File: config.mk
export PLATFORM = sky130hd
export DESIGN_NAME = lsrc_pass
export DESIGN_NICKNAME = d
export VERILOG_FILES = /design/src/rtl/lsrc_pkg.sv /design/src/rtl/lsrc_pass.sv
export SDC_FILE = /design/constraint.sdc
export NUM_CORES = 2
export LEC_CHECK = 0
export BUFFER_PORTS_ARGS = -buffer_cell sky130_fd_sc_hd__buf_2
export CORE_MARGIN = 1
export CORE_UTILIZATION = 55
export CTS_CLUSTER_DIAMETER = 50
export CTS_CLUSTER_SIZE = 30
export DETAILED_ROUTE_END_ITERATION = 10
export PLACE_DENSITY = 0.71
export SYNTH_ARGS = -nofsm -noshare
export SYNTH_HDL_FRONTEND = slang
export SYNTH_SLANG_ARGS = --single-unit
File: constraint.sdc
create_clock -name aclk -period 14.5 [get_ports aclk]
set_input_delay 1.45 -clock aclk [delete_from_list [all_inputs] [get_ports aclk]]
set_output_delay 1.45 -clock aclk [all_outputs]
set_load 0.01 [all_outputs]
File: src/rtl/lsrc_pkg.sv
// Shared types, constants and helpers for the line segment rectangle clipper.
package lsrc_pkg;

    localparam int CoordW     = 16;
    localparam int MaxPasses  = 4;
    localparam int ProdW      = 2 * (CoordW + 1);
    localparam int DenW       = CoordW;
    localparam int DivBits    = 4;
    localparam int DivStages  = (ProdW + DivBits - 1) / DivBits;
    localparam int QuoW       = DivStages * DivBits;
    localparam int SumW       = QuoW + 2;

    localparam logic [3:0] CodeInside = 4'd0;
    localparam logic [3:0] CodeLeft   = 4'd1;
    localparam logic [3:0] CodeRight  = 4'd2;
    localparam logic [3:0] CodeBottom = 4'd4;
    localparam logic [3:0] CodeTop    = 4'd8;

    localparam logic [1:0] RegLeft   = 2'd0;
    localparam logic [1:0] RegBottom = 2'd1;
    localparam logic [1:0] RegRight  = 2'd2;
    localparam logic [1:0] RegTop    = 2'd3;

    typedef logic signed [CoordW-1:0] coord_t;

    typedef struct packed {
        coord_t left;
        coord_t bottom;
        coord_t right;
        coord_t top;
    } win_t;

    typedef struct packed {
        coord_t x0;
        coord_t y0;
        coord_t x1;
        coord_t y1;
        logic   done;
        logic   acc;
    } seg_t;

    typedef struct packed {
        logic   move_end;
        logic   horiz;
        coord_t edge_val;
        coord_t base;
        logic   neg;
        logic   den_zero;
    } clip_t;

    function automatic logic [3:0] region_code(coord_t x, coord_t y, win_t w);
        logic [3:0] c;
        c = CodeInside;
        if (x < w.left) c = c | CodeLeft;
        else if (x > w.right) c = c | CodeRight;
        if (y < w.bottom) c = c | CodeBottom;
        else if (y > w.top) c = c | CodeTop;
        return c;
    endfunction

endpackage

File: src/rtl/lsrc_pass.sv
// One clip pass: edge select, multiply, pipelined divide, crossing update.
module lsrc_pass (
    input  logic          aclk,
    input  logic          aresetn,
    input  logic          adv,
    input  lsrc_pkg::win_t win,
    input  logic          in_valid,
    input  lsrc_pkg::seg_t in_seg,
    output logic          out_valid,
    output lsrc_pkg::seg_t out_seg
);
    import lsrc_pkg::*;

    // setup stage
    logic [3:0]          c0, c1, sel;
    logic signed [CoordW:0] dx, dy, span_c, reach_c, den_c;
    seg_t                seg_c;
    clip_t               clip_c;

    logic                s1_valid_reg;
    seg_t                s1_seg_reg;
    clip_t               s1_clip_reg;
    logic signed [CoordW:0] s1_span_reg, s1_reach_reg, s1_den_reg;

    logic                s2_valid_reg;
    seg_t                s2_seg_reg;
    clip_t               s2_clip_reg;
    logic signed [ProdW-1:0] s2_prod_reg;
    logic signed [CoordW:0]  s2_den_reg;

    logic [ProdW-1:0]    prod_mag;
    logic [CoordW:0]     den_mag;
    clip_t               dclip_c;

    logic                dv_reg   [DivStages+1];
    seg_t                dseg_reg [DivStages+1];
    clip_t               dclip_reg[DivStages+1];
    logic [QuoW-1:0]     dnum_reg [DivStages+1];
    logic [DenW-1:0]     drem_reg [DivStages+1];
    logic [DenW-1:0]     dden_reg [DivStages+1];

    logic                o_valid_reg;
    seg_t                o_seg_reg;

    logic signed [SumW-1:0] quo_s, sum_s;
    coord_t              cross_v, nx, ny;
    seg_t                fin_seg;

    function automatic logic [QuoW+DenW-1:0] div_step(logic [QuoW-1:0] num,
                                                      logic [DenW-1:0] rem,
                                                      logic [DenW-1:0] den);
        logic [DenW:0]   trial;
        logic [QuoW-1:0] n;
        logic [DenW-1:0] r;
        n = num;
        r = rem;
        for (int i = 0; i < DivBits; i++) begin
            trial = {r, n[QuoW-1]};
            n = {n[QuoW-2:0], 1'b0};
            if (trial >= {1'b0, den}) begin
                trial = trial - {1'b0, den};
                n[0] = 1'b1;
            end
            r = trial[DenW-1:0];
        end
        return {n, r};
    endfunction

    always_comb begin
        c0 = region_code(in_seg.x0, in_seg.y0, win);
        c1 = region_code(in_seg.x1, in_seg.y1, win);
        sel = (c0 != CodeInside) ? c0 : c1;
        dx = {in_seg.x1[CoordW-1], in_seg.x1} - {in_seg.x0[CoordW-1], in_seg.x0};
        dy = {in_seg.y1[CoordW-1], in_seg.y1} - {in_seg.y0[CoordW-1], in_seg.y0};
        seg_c = in_seg;
        clip_c.move_end = (c0 == CodeInside);
        clip_c.neg = 1'b0;
        clip_c.den_zero = 1'b0;
        if (!in_seg.done) begin
            if ((c0 | c1) == CodeInside) begin
                seg_c.done = 1'b1;
                seg_c.acc  = 1'b1;
            end else if ((c0 & c1) != CodeInside) begin
                seg_c.done = 1'b1;
                seg_c.acc  = 1'b0;
            end
        end
        if ((sel & CodeTop) != CodeInside) begin
            span_c = dx;
            reach_c = {win.top[CoordW-1], win.top} - {in_seg.y0[CoordW-1], in_seg.y0};
            den_c = dy;
            clip_c.horiz = 1'b1;
            clip_c.edge_val = win.top;
            clip_c.base = in_seg.x0;
        end else if ((sel & CodeBottom) != CodeInside) begin
            span_c = dx;
            reach_c = {win.bottom[CoordW-1], win.bottom} - {in_seg.y0[CoordW-1], in_seg.y0};
            den_c = dy;
            clip_c.horiz = 1'b1;
            clip_c.edge_val = win.bottom;
            clip_c.base = in_seg.x0;
        end else if ((sel & CodeRight) != CodeInside) begin
            span_c = dy;
            reach_c = {win.right[CoordW-1], win.right} - {in_seg.x0[CoordW-1], in_seg.x0};
            den_c = dx;
            clip_c.horiz = 1'b0;
            clip_c.edge_val = win.right;
            clip_c.base = in_seg.y0;
        end else begin
            span_c = dy;
            reach_c = {win.left[CoordW-1], win.left} - {in_seg.x0[CoordW-1], in_seg.x0};
            den_c = dx;
            clip_c.horiz = 1'b0;
            clip_c.edge_val = win.left;
            clip_c.base = in_seg.y0;
        end
    end

    always_comb begin
        prod_mag = s2_prod_reg[ProdW-1] ? ProdW'(-s2_prod_reg) : ProdW'(s2_prod_reg);
        den_mag  = s2_den_reg[CoordW] ? (CoordW+1)'(-s2_den_reg) : (CoordW+1)'(s2_den_reg);
        dclip_c          = s2_clip_reg;
        dclip_c.neg      = s2_prod_reg[ProdW-1] ^ s2_den_reg[CoordW];
        dclip_c.den_zero = (s2_den_reg == '0);
    end

    always_ff @(posedge aclk) begin
        if (!aresetn) begin
            s1_valid_reg <= 1'b0;
            s2_valid_reg <= 1'b0;
            o_valid_reg  <= 1'b0;
            for (int k = 0; k <= DivStages; k++) dv_reg[k] <= 1'b0;
        end else if (adv) begin
            s1_valid_reg <= in_valid;
            s2_valid_reg <= s1_valid_reg;
            dv_reg[0]    <= s2_valid_reg;
            for (int k = 1; k <= DivStages; k++) dv_reg[k] <= dv_reg[k-1];
            o_valid_reg  <= dv_reg[DivStages];
        end
    end

    always_ff @(posedge aclk) begin
        if (adv) begin
            s1_seg_reg   <= seg_c;
            s1_clip_reg  <= clip_c;
            s1_span_reg  <= span_c;
            s1_reach_reg <= reach_c;
            s1_den_reg   <= den_c;

            s2_seg_reg   <= s1_seg_reg;
            s2_clip_reg  <= s1_clip_reg;
            s2_prod_reg  <= ProdW'(s1_span_reg * s1_reach_reg);
            s2_den_reg   <= s1_den_reg;

            dseg_reg[0]          <= s2_seg_reg;
            dclip_reg[0]         <= dclip_c;
            dnum_reg[0]          <= QuoW'(prod_mag);
            drem_reg[0]          <= '0;
            dden_reg[0]          <= den_mag[DenW-1:0];

            for (int k = 1; k <= DivStages; k++) begin
                dseg_reg[k]  <= dseg_reg[k-1];
                dclip_reg[k] <= dclip_reg[k-1];
                dden_reg[k]  <= dden_reg[k-1];
                {dnum_reg[k], drem_reg[k]} <= div_step(dnum_reg[k-1], drem_reg[k-1],
                                                       dden_reg[k-1]);
            end

            o_seg_reg <= fin_seg;
        end
    end

    // apply sign, add base, saturate, move the chosen endpoint
    always_comb begin
        quo_s = $signed({2'b00, dnum_reg[DivStages]});
        if (dclip_reg[DivStages].neg) quo_s = -quo_s;
        if (dclip_reg[DivStages].den_zero) quo_s = '0;
        sum_s = SumW'(dclip_reg[DivStages].base) + quo_s;
        if (sum_s > SumW'(32767)) cross_v = 16'sh7fff;
        else if (sum_s < -SumW'(32768)) cross_v = 16'sh8000;
        else cross_v = sum_s[CoordW-1:0];
        nx = dclip_reg[DivStages].horiz ? cross_v : dclip_reg[DivStages].edge_val;
        ny = dclip_reg[DivStages].horiz ? dclip_reg[DivStages].edge_val : cross_v;
        fin_seg = dseg_reg[DivStages];
        if (!fin_seg.done) begin
            if (dclip_reg[DivStages].move_end) begin
                fin_seg.x1 = nx;
                fin_seg.y1 = ny;
            end else begin
                fin_seg.x0 = nx;
                fin_seg.y0 = ny;
            end
        end
    end

    assign out_valid = o_valid_reg;
    assign out_seg   = o_seg_reg;

endmodule

==> flow_summary.ini <==
[synth]
synth_top_cell_area_share_pct = 52.90
synth_edf_count = 2019
seq_area_frac_synth_pct = 53.11
synth_top_cell_by_area = edfxtp_1
ys_ff_latch = 2031
synthTopCellsByCount = 2019 x edfxtp_1, 844 x ha_1, 817 x inv_1
yosysMostFrequentCell = edfxtp_1
synth_area_leaders = edfxtp_1 53%, ha_1 9.2%, fa_1 5.9%, xnor2_1 3.0%, inv_1 2.7%
syn_area_per_cell_um2 = 12.22
yosysUniqueCellTypes = 105
synth_warnings = 0
synthFlopType = edfxtp_1
syn_inst = 9382
netlist_area_um2 = 114600
synth_async_sr_flop_share_pct = 0

[run]
max_cap_viol_count = 0

[sta]
fin_crit_ns = 12.93
maxSlewViolCount = 0
hold_ws_ns = 0.3541
slew_headroom_pct = 20.96
fmax_mhz = 77.36
worst_pin_slew_ns = 1.186
rsz0062_at_grt = false
fin_tns_setup_ns = 0
hold_viol_final = 0
finalClockSkew_ns = 0.08694
setup_viol = 0
finalCritPeriodShare_pct = 89.14

[grt]
first_global_vias = 71190
antenna_found_initial = 19
grtUsageTotal_pct = 25.58
gr-total-overflow = 0
grt_max_degree = 212
grt_pass1_wl_um = 414900

[placement]
place_area_um2 = 119000
dpl.hpwl_um = 203800
gp_congestion = 0.9741
portBuffers = 200

[detailed_routing]
drt_drc_violations_left = 0
drtPass1Iterations = 5
drt-total-wl_um = 269400
drtAntennaViolNets = 0
vias_per_cell = 5.823
via_count = 73160
drt_iter0_markers = 6278
wl_per_cell_um = 21.44

[clocking]
cts_tree = done
cts_buffers = 170
cts_sinks = 2031
cts_resized = 0
worst_skew_pair.late_latency_ns = 0.86
clockBufferDepth = 3
htreeDepth = 4
hold_buffers = 0
cts_setup_buffers = 0
clk_pin_slew_ns = 0.10
root_buffer = clkbuf_16

[worst_setup_path]
cp-start-kind = register
critical_path_arrival_ns = 13.45
critPathKind = register to register
worstSetupEndpointType = register
required_ns = 15.03
max_stage_delay_ns = 0.61
crit_top_cell = o21ai_0
crit_fanout = 17
cpMaxStageDelayCell = a211o_1

[die]
die_area_um2 = 210200
design.core.area_um2 = 207100
die_x_um = 458.5
start_util_pct = 55.35
num_rows = 167
die-height_um = 458.5
io_pins = 201

[run_status]
outcome = finished, final reports clean

[cells_and_area]
nets = 10940
areaGrowthSynthToFinish_pct = 9.339
design_area_um2 = 125300
drive_gt1_share_pct = 8.842
largest_reg_flops = 660

[min_path]
hold_path_class = register to register
-- path summary, 6_finish.rpt --
check | startpoint | end | slack [ns] | cells past startpoint
setup reg to reg | dden_reg[4][1] | drem_reg[67] | 1.57 | 48
setup / recovery | dden_reg[4][1] | drem_reg[67] | 1.57 | 48
hold reg to reg | dclip_c[18] | dclip_reg[0][18] | 0.35 | 0
hold / removal | dclip_c[18] | dclip_reg[0][18] | 0.35 | 0
-- stage by stage --
stage | setup WS (ns) | instances | utilization [%]
after CTS | 1.663 | 12560 | 60.51
after global placement | 2.172 | 12240 | 57.45
after global routing | 0.4060 | 12560 | 60.51
after detailed placement | 1.703 | 12240 | 57.45
after floorplan | 3.041 | 9388 | -
final | 1.574 | 12570 | 60.52
-- layout by cell type (no fill, tap or decap), types with 81 or more instances in the layout --
cell	synthesis	final
mux2i_1	81	81
o21a_1	102	101
xnor2_1	396	396
mux2_2	215	215
a21oi_1	521	521
buf_2	17	199
nand2b_1	119	119
nor3_1	132	132
nand4_1	118	118
a21o_1	228	228
xor2_1	198	198
o21ai_0	441	441
edfxtp_1	2019	2019
fa_1	336	336
nand2_1	707	707
nand3_1	110	110
clkbuf_16	0	170
inv_1	817	817
and2_1	150	150
nor2_1	533	531
nor2b_1	119	118
ha_1	844	844
-- cells by family after synthesis --
group,share of synthesized area [%]
mux,3.239
xor+xnor,4.554
fa+ha+maj,15.09
buf+inv,3.404
flops,53.11
compound gates,11.19
other cells,0.003272
simple gates,9.411
-- worst max-delay path, delay by kind of cell (launching register included) --
kind / cells / cell delay, ns
compound gates: 30 / 8.20
fa+ha+maj: 4 / 1.29
buf+inv: 7 / 1.28
simple gates: 6 / 0.89
flops: 1 / 0.49
mux: 1 / 0.47
-- final cells by class --
cell class	count	area, um^2
Fill cell	16150	81760
Timing Repair Buffer	260	1554
Clock buffer	179	4288
Multi-Input combinational cell	6334	49950
Clock inverter	139	2041
Sequential cell	2031	60870
Antenna cell	6	15.01
Tap cell	2788	3488
Inverter	828	3110
-- metal layers --
metal / track usage, % / part of all wire [%]
met3: 3.416 / 5.7
met5: 0 / 0.0097
met1: 36.19 / 45
met2: 40.88 / 46
met4: 8.410 / 3.2
Power is not shown: default switching activity piles up to over one toggle a cycle in this logic, so the estimate is an artifact.
